## src/rtl/rcc_pkg.sv

```systemverilog
// Package: CRC-32 constants, request codes, transfer types and fold functions.
`timescale 1ns / 1ps
package rcc_pkg;

  localparam logic [31:0] CRC_POLY   = 32'hEDB88320;
  localparam logic [31:0] CRC_PRESET = 32'hFFFFFFFF;
  localparam logic [31:0] CRC_XOROUT = 32'hFFFFFFFF;

  localparam logic [1:0] REQ_HEADER = 2'd0;
  localparam logic [1:0] REQ_CONT   = 2'd1;
  localparam logic [1:0] REQ_PLAIN  = 2'd2;
  localparam logic [1:0] REQ_NONE   = 2'd3;

  localparam int FRONT_STAGES = 4;
  localparam int QDEPTH       = 4;
  localparam int QAW          = $clog2(QDEPTH);
  localparam int QCW          = $clog2(QDEPTH + 1);

  typedef struct packed {
    logic [1:0]  kind;
    logic [31:0] crc;
    logic [31:0] value_length;
    logic [63:0] expiry_time;
    logic [7:0]  data_byte;
    logic        frame_end;
  } rcc_stage_t;

  typedef struct packed {
    logic [1:0]  kind;
    logic [31:0] crc;
    logic [7:0]  data_byte;
    logic        frame_end;
  } rcc_op_t;

  // one entry of the reflected CRC-32 byte table
  function automatic logic [31:0] crc_table_entry(input logic [7:0] idx);
    logic [31:0] c;
    c = {24'h0, idx};
    for (int k = 0; k < 8; k++) begin
      if (c[0]) begin
        c = CRC_POLY ^ (c >> 1);
      end else begin
        c = c >> 1;
      end
    end
    return c;
  endfunction

  function automatic logic [31:0] fold_byte(input logic [31:0] crc, input logic [7:0] b);
    return crc_table_entry(crc[7:0] ^ b) ^ {8'h00, crc[31:8]};
  endfunction

  // four bytes, least significant first
  function automatic logic [31:0] fold_word(input logic [31:0] crc, input logic [31:0] w);
    logic [31:0] c;
    c = crc;
    c = fold_byte(c, w[7:0]);
    c = fold_byte(c, w[15:8]);
    c = fold_byte(c, w[23:16]);
    c = fold_byte(c, w[31:24]);
    return c;
  endfunction

endpackage

```

## src/rtl/rcc_front.sv

```systemverilog
// Front pipeline: classifies requests and folds the 17 header bytes over four stages.
`timescale 1ns / 1ps
module rcc_front (
  input  logic                clk,
  input  logic                rst_n,
  input  logic                in_valid,
  output logic                in_ready,
  input  logic [1:0]          in_req_type,
  input  logic [7:0]          in_rec_type,
  input  logic [31:0]         in_key_length,
  input  logic [31:0]         in_value_length,
  input  logic [63:0]         in_expiry_time,
  input  logic [7:0]          in_data_byte,
  input  logic                in_frame_end,
  output logic                push,
  output rcc_pkg::rcc_op_t    push_op,
  input  logic                q_ready
);

  rcc_pkg::rcc_stage_t stg_r   [rcc_pkg::FRONT_STAGES];
  rcc_pkg::rcc_stage_t stg_nxt [rcc_pkg::FRONT_STAGES];
  logic                vld_r   [rcc_pkg::FRONT_STAGES];
  logic                en      [rcc_pkg::FRONT_STAGES];
  logic                vld0_nxt;

  always_comb begin
    en[rcc_pkg::FRONT_STAGES-1] = !vld_r[rcc_pkg::FRONT_STAGES-1] || q_ready;
    for (int i = rcc_pkg::FRONT_STAGES - 2; i >= 0; i--) begin
      en[i] = !vld_r[i] || en[i+1];
    end
  end

  assign in_ready = en[0];
  assign vld0_nxt = in_valid && (in_req_type != rcc_pkg::REQ_NONE);

  always_comb begin
    stg_nxt[0].kind         = in_req_type;
    stg_nxt[0].crc          = rcc_pkg::fold_word(
                                rcc_pkg::fold_byte(rcc_pkg::CRC_PRESET, in_rec_type),
                                in_key_length);
    stg_nxt[0].value_length = in_value_length;
    stg_nxt[0].expiry_time  = in_expiry_time;
    stg_nxt[0].data_byte    = in_data_byte;
    stg_nxt[0].frame_end    = in_frame_end;

    stg_nxt[1]     = stg_r[0];
    stg_nxt[1].crc = rcc_pkg::fold_word(stg_r[0].crc, stg_r[0].value_length);
    stg_nxt[2]     = stg_r[1];
    stg_nxt[2].crc = rcc_pkg::fold_word(stg_r[1].crc, stg_r[1].expiry_time[31:0]);
    stg_nxt[3]     = stg_r[2];
    stg_nxt[3].crc = rcc_pkg::fold_word(stg_r[2].crc, stg_r[2].expiry_time[63:32]);
  end

  always_ff @(posedge clk) begin
    if (!rst_n) begin
      for (int i = 0; i < rcc_pkg::FRONT_STAGES; i++) begin
        vld_r[i] <= 1'b0;
      end
    end else begin
      if (en[0]) begin
        vld_r[0] <= vld0_nxt;
      end
      for (int i = 1; i < rcc_pkg::FRONT_STAGES; i++) begin
        if (en[i]) begin
          vld_r[i] <= vld_r[i-1];
        end
      end
    end
  end

  always_ff @(posedge clk) begin
    for (int i = 0; i < rcc_pkg::FRONT_STAGES; i++) begin
      if (en[i]) begin
        stg_r[i] <= stg_nxt[i];
      end
    end
  end

  assign push              = vld_r[rcc_pkg::FRONT_STAGES-1] && q_ready;
  assign push_op.kind      = stg_r[rcc_pkg::FRONT_STAGES-1].kind;
  assign push_op.crc       = stg_r[rcc_pkg::FRONT_STAGES-1].crc;
  assign push_op.data_byte = stg_r[rcc_pkg::FRONT_STAGES-1].data_byte;
  assign push_op.frame_end = stg_r[rcc_pkg::FRONT_STAGES-1].frame_end;

endmodule

```

## src/rtl/rcc_fifo.sv

```systemverilog
// Short queue of classified operations between front and back.
`timescale 1ns / 1ps
module rcc_fifo (
  input  logic                      clk,
  input  logic                      rst_n,
  input  logic                      push,
  input  rcc_pkg::rcc_op_t          wdata,
  output logic                      ready,
  input  logic                      pop,
  output logic                      valid,
  output rcc_pkg::rcc_op_t          rdata,
  output logic [rcc_pkg::QCW-1:0]   count
);

  rcc_pkg::rcc_op_t               mem_r [rcc_pkg::QDEPTH];
  logic [rcc_pkg::QAW-1:0]        wptr_r, rptr_r;
  logic [rcc_pkg::QCW-1:0]        cnt_r;

  assign ready = cnt_r != rcc_pkg::QCW'(rcc_pkg::QDEPTH);
  assign valid = cnt_r != '0;
  assign rdata = mem_r[rptr_r];
  assign count = cnt_r;

  always_ff @(posedge clk) begin
    if (!rst_n) begin
      wptr_r <= '0;
      rptr_r <= '0;
      cnt_r  <= '0;
    end else begin
      if (push) begin
        wptr_r <= wptr_r + 1'b1;
      end
      if (pop) begin
        rptr_r <= rptr_r + 1'b1;
      end
      if (push && !pop) begin
        cnt_r <= cnt_r + 1'b1;
      end else if (pop && !push) begin
        cnt_r <= cnt_r - 1'b1;
      end
    end
  end

  always_ff @(posedge clk) begin
    if (push) begin
      mem_r[wptr_r] <= wdata;
    end
  end

endmodule

```

## src/rtl/rcc_back.sv

```systemverilog
// Back end: running CRC update, frame-end inversion and output register.
`timescale 1ns / 1ps
module rcc_back (
  input  logic               clk,
  input  logic               rst_n,
  input  logic               op_valid,
  input  rcc_pkg::rcc_op_t   op,
  output logic               op_pop,
  output logic               out_valid,
  input  logic               out_ready,
  output logic [31:0]        out_checksum
);

  logic [31:0] running_r;
  logic [31:0] base;
  logic [31:0] crc_nxt;
  logic        out_valid_r;
  logic [31:0] checksum_r;

  assign op_pop = op_valid && (!op.frame_end || !out_valid_r || out_ready);

  always_comb begin
    base = (op.kind == rcc_pkg::REQ_CONT) ? running_r : rcc_pkg::CRC_PRESET;
    if (op.kind == rcc_pkg::REQ_HEADER) begin
      crc_nxt = op.crc;
    end else begin
      crc_nxt = rcc_pkg::fold_byte(base, op.data_byte);
    end
  end

  always_ff @(posedge clk) begin
    if (!rst_n) begin
      running_r   <= rcc_pkg::CRC_PRESET;
      out_valid_r <= 1'b0;
    end else begin
      if (op_pop && op.frame_end) begin
        out_valid_r <= 1'b1;
      end else if (out_valid_r && out_ready) begin
        out_valid_r <= 1'b0;
      end
      if (op_pop) begin
        if (op.frame_end) begin
          running_r <= rcc_pkg::CRC_PRESET;
        end else begin
          running_r <= crc_nxt;
        end
      end
    end
  end

  always_ff @(posedge clk) begin
    if (op_pop && op.frame_end) begin
      checksum_r <= crc_nxt ^ rcc_pkg::CRC_XOROUT;
    end
  end

  assign out_valid    = out_valid_r;
  assign out_checksum = checksum_r;

endmodule

```

## src/rtl/record_crc32_checksum_top.sv

```systemverilog
// Top level: CRC-32 over record and byte frames, front pipeline, queue and back end.
//
// Input channel (in_valid/in_ready) takes one request per transfer:
//   req_type 0 a record header (type, key length, value length, expiry time,
//   folded least significant byte first from a fresh preset), 1 a data byte
//   continuing the open frame, 2 a data byte starting a plain frame. Code 3
//   is dropped. frame_end on a transfer closes the frame.
// Output channel (out_valid/out_ready) carries one checksum per closed frame,
//   the inverted running CRC.
// Throughput: one request per cycle sustained, headers included, while no checksum
//   waits on out_ready; the header bytes fold across the four front stages and the
//   back end updates the running CRC with one byte-table fold per cycle.
// Path: the input transfer is registered through the four front stages, the queue
//   and the output register before the checksum shows on out_valid.
// Stall: while the output waits, requests without frame_end keep draining;
//   the four-entry queue and the front stages fill, then in_ready drops.
// Reset: running CRC preset to all ones, pipeline, queue and output emptied.
`timescale 1ns / 1ps
module record_crc32_checksum_top (
  input  logic         clk,
  input  logic         rst_n,
  input  logic         in_valid,
  output logic         in_ready,
  input  logic [1:0]   in_req_type,
  input  logic [7:0]   in_rec_type,
  input  logic [31:0]  in_key_length,
  input  logic [31:0]  in_value_length,
  input  logic [63:0]  in_expiry_time,
  input  logic [7:0]   in_data_byte,
  input  logic         in_frame_end,
  output logic         out_valid,
  input  logic         out_ready,
  output logic [31:0]  out_checksum
);

  logic                        q_push;
  rcc_pkg::rcc_op_t            q_wdata;
  logic                        q_ready;
  logic                        q_pop;
  logic                        q_valid;
  rcc_pkg::rcc_op_t            q_head;
  logic [rcc_pkg::QCW-1:0]     q_count;

  rcc_front u_front (
    .clk             (clk),
    .rst_n           (rst_n),
    .in_valid        (in_valid),
    .in_ready        (in_ready),
    .in_req_type     (in_req_type),
    .in_rec_type     (in_rec_type),
    .in_key_length   (in_key_length),
    .in_value_length (in_value_length),
    .in_expiry_time  (in_expiry_time),
    .in_data_byte    (in_data_byte),
    .in_frame_end    (in_frame_end),
    .push            (q_push),
    .push_op         (q_wdata),
    .q_ready         (q_ready)
  );

  rcc_fifo u_fifo (
    .clk   (clk),
    .rst_n (rst_n),
    .push  (q_push),
    .wdata (q_wdata),
    .ready (q_ready),
    .pop   (q_pop),
    .valid (q_valid),
    .rdata (q_head),
    .count (q_count)
  );

  rcc_back u_back (
    .clk          (clk),
    .rst_n        (rst_n),
    .op_valid     (q_valid),
    .op           (q_head),
    .op_pop       (q_pop),
    .out_valid    (out_valid),
    .out_ready    (out_ready),
    .out_checksum (out_checksum)
  );

  a_no_overflow: assert property (@(posedge clk) disable iff (!rst_n)
    q_push && !q_pop |-> q_count != rcc_pkg::QCW'(rcc_pkg::QDEPTH))
    else $error("queue written while full");

  a_no_underflow: assert property (@(posedge clk) disable iff (!rst_n)
    q_pop |-> q_count != '0)
    else $error("queue read while empty");

  a_frame_end_result: assert property (@(posedge clk) disable iff (!rst_n)
    q_pop && q_head.frame_end |=> out_valid)
    else $error("frame end did not load the output register");

  a_no_result_drop: assert property (@(posedge clk) disable iff (!rst_n)
    out_valid && !out_ready |=> out_valid)
    else $error("pending checksum lost");

endmodule

```

## config.mk

```make
export PLATFORM = sky130hd
export DESIGN_NAME = record_crc32_checksum_top
export DESIGN_NICKNAME = d
export VERILOG_FILES = /design/src/rtl/rcc_pkg.sv /design/src/rtl/rcc_front.sv /design/src/rtl/rcc_fifo.sv /design/src/rtl/rcc_back.sv /design/src/rtl/record_crc32_checksum_top.sv
export SDC_FILE = /design/constraint.sdc
export NUM_CORES = 1
export LEC_CHECK = 0
export ABC_AREA = 1
export BUFFER_PORTS_ARGS = -buffer_cell sky130_fd_sc_hd__buf_4
export CAP_MARGIN = 20
export CORE_MARGIN = 2
export CORE_UTILIZATION = 50
export CTS_BUF_LIST = sky130_fd_sc_hd__clkbuf_8
export CTS_CLUSTER_SIZE = 10
export DETAILED_ROUTE_END_ITERATION = 12
export PLACE_DENSITY = 0.76
export SLEW_MARGIN = 10
export SYNTH_ARGS = -nofsm -noshare
export SYNTH_HDL_FRONTEND = slang
export SYNTH_SLANG_ARGS = --single-unit
```

## constraint.sdc

```tcl
create_clock -name clk -period 39.1 [get_ports clk]
set_clock_uncertainty 0.15 [all_clocks]
set_input_delay 11.73 -clock clk [delete_from_list [all_inputs] [get_ports clk]]
set_output_delay 11.73 -clock clk [all_outputs]
set_load 0.005 [all_outputs]
```

==> results of run 1 <==
==> per-layer routing <==
layer | share of wire, % | GRT usage [%] | vias up
met5 | 0 | 0 | -
met4 | 3.3 | 8.90 | 0
met3 | 6.1 | 3.40 | 158
met2 | 47 | 39.8 | 903
met1 | 43 | 32.2 | 13107
li1 | - | - | 13562
==> cell usage in the layout, fill, tap and decap left out, drive strengths merged <==
master and n:
a211oi 1, a21o 1, a21oi 45, a32o 1, a32oi 2, and2 1
buf 200, bufinv 7, clkbuf 107, clkinv 31, clkinvlp 3, dfxtp 42
diode 1, edfxtp 572, fa 1, ha 5, inv 364, nand2 1443
nand2b 1, nand3 340, nand3b 28, nand4 3, nor2 129, nor3 1
o21ai 148, o21bai 1, o221ai 20, o22a 1, o22ai 19, or2 18
xnor2 248, xor2 558
==> cells by family after synthesis <==
group / synth area share [%]
AND/OR/NAND/NOR: 23.6
flip-flops: 48.4
adder cells (fa/ha/maj): 0.222
XOR/XNOR: 20.2
AO/OA/AOI/OAI: 3.54
buffers and inverters: 4.02
==> worst paths after layout <==
path	startpoint	end	slack, ps	cells after the start
hold reg to reg	u_front.stg_r[2][8]	u_front.stg_r[3][8]	260	0
setup / recovery	in_rec_type[1]	u_front.stg_r[0][128]	24130	25
hold / removal	u_front.stg_r[2][8]	u_front.stg_r[3][8]	260	0
setup reg to reg	flip-flop	u_back.out_checksum[20]	34340	18
==> through the flow <==
stage                     hold WS (ps)  util, %  area [sq um]
after floorplan                    250        -         37300
after global placement             252     53.7         39800
after detailed placement           255     53.7         39800
after CTS                          262     56.6         41900
after global routing               270     56.6         41900
final                              264     56.6         41900
==> area by class of cell <==
cell class                      count  area [sq um]
Clock buffer                      107          1470
Clock inverter                     77           604
Antenna cell                        1          2.50
Tap cell                          969          1210
Fill cell                        6411         32200
Timing Repair Buffer              200          1530
Inverter                          328          1260
Sequential cell                   614         18000
Multi-Input combinational cell   3015         17800
==> flip-flops by register name, summed over array words and instances (netlist names), named ones only <==
signal	flops
u_front.stg_r	364
u_fifo.count	3
u_fifo.wptr_r	2
u_fifo.mem_r	172
u_front.vld_r	4
u_back.out_checksum	32
u_back.running_r	32
u_fifo.rptr_r	2
u_back.out_valid	1
==> run summary, run 1 <==
status -> finished, final reports clean
Final Hold Viols -> 0
CP Launch Type -> input pin
Mapped Area -> 37300 sq um
antenna violations before repair -> 1
Post-synth EDFFs -> 572
dpl hpwl -> 68.8 mm
Net count, final -> 4413
Top FF cell, synth -> edfxtp_1
routed wire length -> 92.8 mm
Final setup viols -> 0
RSZ-0062 raised after global routing -> false
remaining global-route overflow -> 0
Chip Width -> 277 um
DR DRC count -> 0
largest cells by area after synthesis -> edfxtp_1, xor2_1, nand2_1
DRT Pass-1 Iters -> 6
syn_area_per_cell -> 9.29 sq um
Yosys cell types -> 48
H-Tree Depth -> 3
fin crit share -> 38.3%
Hold Crit Class -> reg2reg
deepest clock path buffer count -> 3
clock root buffer master -> clkbuf_8
starting density of the core -> 50.3%
global-route usage over all layers -> 24.0%
CTS sink cnt -> 614
Critical Path AT -> 15280 ps
sequential cell area fraction in the yosys report -> 48.4%
first-pass GRT wire length -> 145 mm
Vias/cell -> 5.22
IO buf count -> 184
# Post-CTS Setup Buffers -> 0
Antenna Nets Post-Route -> 0
Crit-path slowest cell -> nand2_1
Final Non-Filler Cells -> 5311
Synth top area share -> 46.1%
most instantiated cells after synthesis -> nand2_1, edfxtp_1, xor2_1
Max Cap Viol -> 0
CTS tree -> yes
post-synthesis register bit count -> 614
post-synth top area cell -> edfxtp_1
Slew Viols, Final -> 0
Mapped Cells -> 4010
core area -> 74100 sq um
GPL Wtd Cong -> 0.941
vias in the first global route -> 26447
cts hold-fix bufs -> 0
I/O Pins -> 185
Top delay family on crit path -> simple AND/OR/NAND/NOR gates
Bufs and invs on worst path -> 2
post_cts resized -> 0
syn nets -> 4167
critical path type -> in2reg
setup tns final -> 0 ps
chip height -> 277 um
Slew @ Worst Pin -> 998 ps
CP most frequent cell -> nand2_1
FP Rows -> 100
Tmin final -> 14970 ps
FMAX -> 66.8 MHz
DR vias -> 27730
area of the die -> 76700 sq um
share of cells above drive strength 1 -> 16.0%
Crit. End Element -> flip-flop
Final WS setup -> 24130 ps
Placed Instances -> 5126
clock-pin slew on the worst setup and hold paths -> 70 ps
largest fanout on the critical path -> 11
ys async rst share -> 0%
synthesis warning total -> 0
CP required -> 39410 ps
Iter 0 DRT Violations -> 2363
area grow syn2layout -> 12.4%
Worst-Skew Late Latency -> 730 ps
worst slack, placed -> 23490 ps
delay of the slowest critical-path stage -> 440 ps
cts bufs inserted -> 97
Max-slew headroom -> 33.5%
largest net degree at the start of global routing -> 88
routed wire length per instance -> 17.5 um
count leader, synth -> nand2_1
Power of run 1 is left out: the tool's default activity adds up to more than one toggle a clock period on the data nets, which glitch-free logic cannot reach.
==> run 2: changes to the inputs <==
==> constraint.sdc (replaced) <==
create_clock -name clk -period 14.6 [get_ports clk]
set_clock_uncertainty 0.15 [all_clocks]
set_input_delay 4.38 -clock clk [delete_from_list [all_inputs] [get_ports clk]]
set_output_delay 4.38 -clock clk [all_outputs]
set_load 0.005 [all_outputs]
==> run 2 against run 1 <==
- worst setup slack got worse by 17000 ps
- largest cell class unchanged
- sequential share of layout area rose by 0.062 points
- critical endpoint is now in_ready
- highest routed layer unchanged
- non-clock buffer count rose by 1
- flip-flop and latch count did not move
- via count fell by 1.2%
- utilization fell by 0.081 points
- first-iteration DRC count fell by 2.8%
- cell count fell by 0.11%
==> run summary, run 2 (synthesized netlist as in run 1, its figures left out) <==
CTS tree -> yes
Slew Viols, Final -> 0 (unchanged)
largest net degree at the start of global routing -> 88 (unchanged)
largest fanout on the critical path -> 63 (+52)
dpl hpwl -> 68.3 mm (-0.64%)
cts hold-fix bufs -> 0 (unchanged)
DR DRC count -> 0 (unchanged)
largest register by flop count -> u_front.stg_r
Worst-Skew Late Latency -> 720 ps (about the same)
I/O Pins -> 185 (unchanged)
CP cell instances -> nor2_1 > nand3_2 > inv_1 > nand2_4 > inv_1 > nand2_4 > nor2_1 > inv_6 > buf_4
DR vias -> 27397 (-1.2%)
chip height -> 277 um (unchanged)
Final setup viols -> 0 (unchanged)
Final WS setup -> 6800 ps (-17330 ps)
FP Rows -> 100 (unchanged)
largest registers -> u_front.stg_r (364), u_fifo.mem_r (172)
Max-slew headroom -> 39.7% (+6.3 points)
area grow syn2layout -> 12.3%
commonest non-fill, non-tap cell in the layout -> nand2_1
Largest register FFs -> 364 (unchanged)
Crit. End Element -> output pin
Iter 0 DRT Violations -> 2297 (-2.8%)
routed wire length per instance -> 17.3 um (-1.1%)
Bufs and invs on worst path -> 4 (+2)
routed wire length -> 91.7 mm (-1.2%)
Net count, final -> 4414 (+0.023%)
global-route usage over all layers -> 23.7% (-0.28 points)
worst slack, placed -> 6350 ps (-17140 ps)
IO buf count -> 184 (unchanged)
CP Launch Type -> flip-flop
Vias/cell -> 5.16 (-1.1%)
critical path type -> reg2out
GPL Wtd Cong -> 0.939 (-0.23%)
Crit-path slowest cell -> nor2_1
delay of the slowest critical-path stage -> 540 ps (+100 ps)
Chip Width -> 277 um (unchanged)
Max Cap Viol -> 0 (unchanged)
H-Tree Depth -> 3 (unchanged)
core area -> 74100 sq um (unchanged)
setup tns final -> 0 ps (unchanged)
cts bufs inserted -> 97 (unchanged)
share of cells above drive strength 1 -> 16.2% (+0.21 points)
Top delay family on crit path -> simple AND/OR/NAND/NOR gates
Slew @ Worst Pin -> 904 ps (-94.3 ps)
RSZ-0062 raised after global routing -> false
area of the die -> 76700 sq um (unchanged)
status -> finished, final reports clean
starting density of the core -> 50.3% (unchanged)
Critical Path AT -> 3270 ps (-12010 ps)
fin crit share -> 53.4%
# Post-CTS Setup Buffers -> 0 (unchanged)
commonest cells after routing, fill and taps aside -> nand2_1, edfxtp_1, xor2_1
remaining global-route overflow -> 0 (unchanged)
vias in the first global route -> 26107 (-1.3%)
clock-pin slew on the worst setup and hold paths -> 80 ps (about the same)
Fill cells -> 6363 (-0.75%)
Final Hold Viols -> 0 (unchanged)
clock root buffer master -> clkbuf_8
CTS sink cnt -> 614 (unchanged)
Tmin final -> 7800 ps
first-pass GRT wire length -> 143 mm (-1.2%)
FMAX -> 128 MHz
DRT Pass-1 Iters -> 6 (unchanged)
CP required -> 10070 ps (-29340 ps)
antenna violations before repair -> 1 (unchanged)
Antenna Nets Post-Route -> 0 (unchanged)
Hold Crit Class -> reg2reg
post_cts resized -> 0 (unchanged)
WHS -> 241 ps (-22.3 ps)
deepest clock path buffer count -> 3 (unchanged)
run 2: cell count changes in the layout (fill, tap and decap cells not counted):
| cell | previous run | this run |
|---|---|---|
| buf_16 | 1 | 2 |
| buf_4 | 198 | 199 |
| buf_8 | 1 | 0 |
| bufinv_16 | 7 | 5 |
| clkbuf_8 | 107 | 106 |
| clkinv_1 | 20 | 16 |
| clkinv_2 | 7 | 18 |
| clkinv_4 | 2 | 1 |
| inv_1 | 301 | 291 |
run 2: worst paths after layout:
path | slack (ps) | endpoint | cells after the start | start
hold / removal | 240 | u_front.stg_r[1][20] | 0 | u_front.stg_r[0][20]
setup reg to reg | 9840 | u_back.running_r[5] | 16 | flip-flop
hold reg to reg | 240 | u_front.stg_r[1][20] | 0 | u_front.stg_r[0][20]
setup / recovery | 6800 | in_ready | 9 | u_fifo.count[0]
run 2: per-stage QoR:
stage          instance area (sq um)  utilization (%)  cells
6_report                       41800             56.5   5305
5_1_grt                        41800             56.5   5305
4_1_cts                        41800             56.4   5303
3_5_place_dp                   39800             53.7   5126
3_3_place_gp                   39800             53.7   5125
2_1_floorplan                  37300                -   4010
run 2: cell type report:
cell class                      instances  area (sq um)  share of cell area [%]
Sequential cell                       614         18000                    43.1
Multi-Input combinational cell       3015         17800                    42.5
Timing Repair Buffer                  201          1550                    3.70
Clock buffer                          106          1460                    3.49
Inverter                              328          1260                    3.01
Tap cell                              969          1210                    2.90
Clock inverter                         71           538                    1.29
Antenna cell                            1          2.50                 0.00598
run 2: layer usage:
layer | global-route usage (%) | vias up | routed length [um]
met5 | 0 | - | 0
li1 | - | 13562 | -
met4 | 9.24 | 0 | 3330
met3 | 3.85 | 171 | 5920
met1 | 31.7 | 12724 | 39800
met2 | 38.8 | 940 | 42600
run 2: worst register-to-register path, stage by stage, from the launching register on:
cell	delay [ps]
dfxtp_2	310
buf_4	350
inv_2	160
buf_4	680
nand2_1	180
a32oi_1	250
and2_1	350
nand2_1	110
xnor2_1	400
inv_1	130
nand2_1	90
nand2_1	190
xnor2_1	400
xor2_1	290
xor2_1	90
o21ai_0	360
o21ai_0	130
Power of run 2 is left out for the same reason.
==> run 3: changes to the inputs <==
--- a/config.mk
+++ b/config.mk
@@ -13,7 +13,7 @@
 export CTS_BUF_LIST = sky130_fd_sc_hd__clkbuf_8
 export CTS_CLUSTER_SIZE = 10
 export DETAILED_ROUTE_END_ITERATION = 12
-export PLACE_DENSITY = 0.76
+export PLACE_DENSITY = 0.79
 export SLEW_MARGIN = 10
 export SYNTH_ARGS = -nofsm -noshare
 export SYNTH_HDL_FRONTEND = slang
==> constraint.sdc (replaced) <==
create_clock -name clk -period 6.97 [get_ports clk]
set_clock_uncertainty 0.15 [all_clocks]
set_input_delay 2.091 -clock clk [delete_from_list [all_inputs] [get_ports clk]]
set_output_delay 2.091 -clock clk [all_outputs]
set_load 0.005 [all_outputs]
==> run 3 against run 2 <==
- worst setup slack worse by 5300 ps
- clock-buffer cell count is 7 lower
- critical path type unchanged
- critical endpoint unchanged
- sequential share of layout area about the same
- largest cell class unchanged
- highest routed layer unchanged
- global-route usage rose by 0.68 points
- final area about the same
==> run summary, run 3 (synthesized netlist as in run 1, its figures left out) <==
routed wire length per instance -> 17.8 um (+3.2%)
Largest register FFs -> 364 (unchanged)
Hold Crit Class -> reg2reg
FMAX -> 183 MHz
core area -> 74100 sq um (unchanged)
vias in the first global route -> 26631 (+2.0%)
DR vias -> 27792 (+1.4%)
CTS sink cnt -> 614 (unchanged)
clock root buffer master -> clkbuf_8
largest registers -> u_front.stg_r (364), u_fifo.mem_r (172)
starting density of the core -> 50.3% (unchanged)
setup tns final -> 0 ps (unchanged)
cts bufs inserted -> 95 (-2.1%)
worst slack, placed -> 992 ps (-5360 ps)
commonest non-fill, non-tap cell in the layout -> nand2_1
largest net degree at the start of global routing -> 70 (-20%)
fin crit share -> 78.6%
first-pass GRT wire length -> 147 mm (+2.7%)
Final setup viols -> 0 (unchanged)
Chip Width -> 277 um (unchanged)
Max Cap Viol -> 0 (unchanged)
Crit. End Element -> output pin
Slew @ Worst Pin -> 910 ps (+6.61 ps)
GPL Wtd Cong -> 0.957 (+2.0%)
share of cells above drive strength 1 -> 16.0% (-0.25 points)
chip height -> 277 um (unchanged)
CP required -> 4730 ps (-5340 ps)
Critical Path AT -> 3240 ps (-30 ps)
largest fanout on the critical path -> 45 (-29%)
remaining global-route overflow -> 0 (unchanged)
area of the die -> 76700 sq um (unchanged)
Antenna Nets Post-Route -> 0 (unchanged)
Slew Viols, Final -> 0 (unchanged)
Final WS setup -> 1490 ps (-5310 ps)
status -> finished, final reports clean
Net count, final -> 4415 (+0.023%)
area grow syn2layout -> 12.3% (about the same)
antenna violations before repair -> 2 (+1)
I/O Pins -> 185 (unchanged)
RSZ-0062 raised after global routing -> false
Tmin final -> 5480 ps
IO buf count -> 184 (unchanged)
FP Rows -> 100 (unchanged)
# Post-CTS Setup Buffers -> 0 (unchanged)
Vias/cell -> 5.23 (+1.3%)
CTS tree -> yes
deepest clock path buffer count -> 3 (unchanged)
Final Hold Viols -> 0 (unchanged)
post_cts resized -> 0 (unchanged)
routed wire length -> 94.7 mm (+3.3%)
DR DRC count -> 0 (unchanged)
global-route usage over all layers -> 24.4% (+0.68 points)
dpl hpwl -> 71.0 mm (+3.9%)
largest register by flop count -> u_front.stg_r
Max-slew headroom -> 39.3% (-0.44 points)
commonest cells after routing, fill and taps aside -> nand2_1, edfxtp_1, xor2_1
H-Tree Depth -> 3 (unchanged)
DRT Pass-1 Iters -> 6 (unchanged)
CP Launch Type -> flip-flop
cts hold-fix bufs -> 0 (unchanged)
clock-pin slew on the worst setup and hold paths -> 70 ps (about the same)
Iter 0 DRT Violations -> 2620 (+14%)
Worst-Skew Late Latency -> 730 ps (about the same)
critical path type -> reg2out
[run 3: cell count changes in the layout (fill, tap and decap cells not counted), moves of 2 or more]
cell | before | now
bufinv_16 | 5 | 8
inv_12 | 2 | 4
clkinv_2 | 18 | 13
buf_4 | 199 | 202
inv_1 | 291 | 305
clkbuf_8 | 106 | 99
inv_6 | 3 | 1
[run 3: path summary, 6_finish.rpt]
kind	startpoint	end	slack, ps	depth (start not counted)
max	u_fifo.count[0]	in_ready	1490	10
min	u_front.stg_r[0][59]	u_front.stg_r[1][59]	260	0
max reg2reg	flip-flop	u_back.running_r[5]	2420	14
min reg2reg	u_front.stg_r[0][59]	u_front.stg_r[1][59]	260	0
[run 3: worst max-delay path: stages, from the launching register on]
cell and delay [ps]:
dfxtp_1 360, nor2_1 340, nand3_4 80, buf_4 310, inv_1 200, nand2_4 150
inv_1 150, nand2_4 50, nor2_1 360, clkinvlp_4 310, buf_4 200
[run 3: through the flow]
stage | hold slack [ps] | utilization [%] | cells | instance area, sq um
3_5_place_dp | 255 | 53.7 | 5128 | 39800
6_report | 265 | 56.5 | 5310 | 41800
2_1_floorplan | 250 | - | 4010 | 37300
5_1_grt | 271 | 56.5 | 5310 | 41800
4_1_cts | 265 | 56.4 | 5307 | 41800
3_3_place_gp | 252 | 53.7 | 5128 | 39800
[run 3: metal layers]
layer	global-route usage, %	part of all wire, %	up-vias
met1	32.3	42	13071
met3	2.93	6.1	175
met4	8.93	3.3	0
met2	41.3	48	997
li1	-	-	13549
met5	0	0	-
[run 3: cell type report]
cell class / count / area, sq um
multi-input cells: 3015 / 17800
inverters: 328 / 1260
well taps: 969 / 1210
diodes: 1 / 2.50
clock buffers: 99 / 1360
clock inverters: 80 / 609
repair buffers: 204 / 1570
fillers: 6376 / 32200
flip-flops and latches: 614 / 18000
Power of run 3 is left out for the same reason.
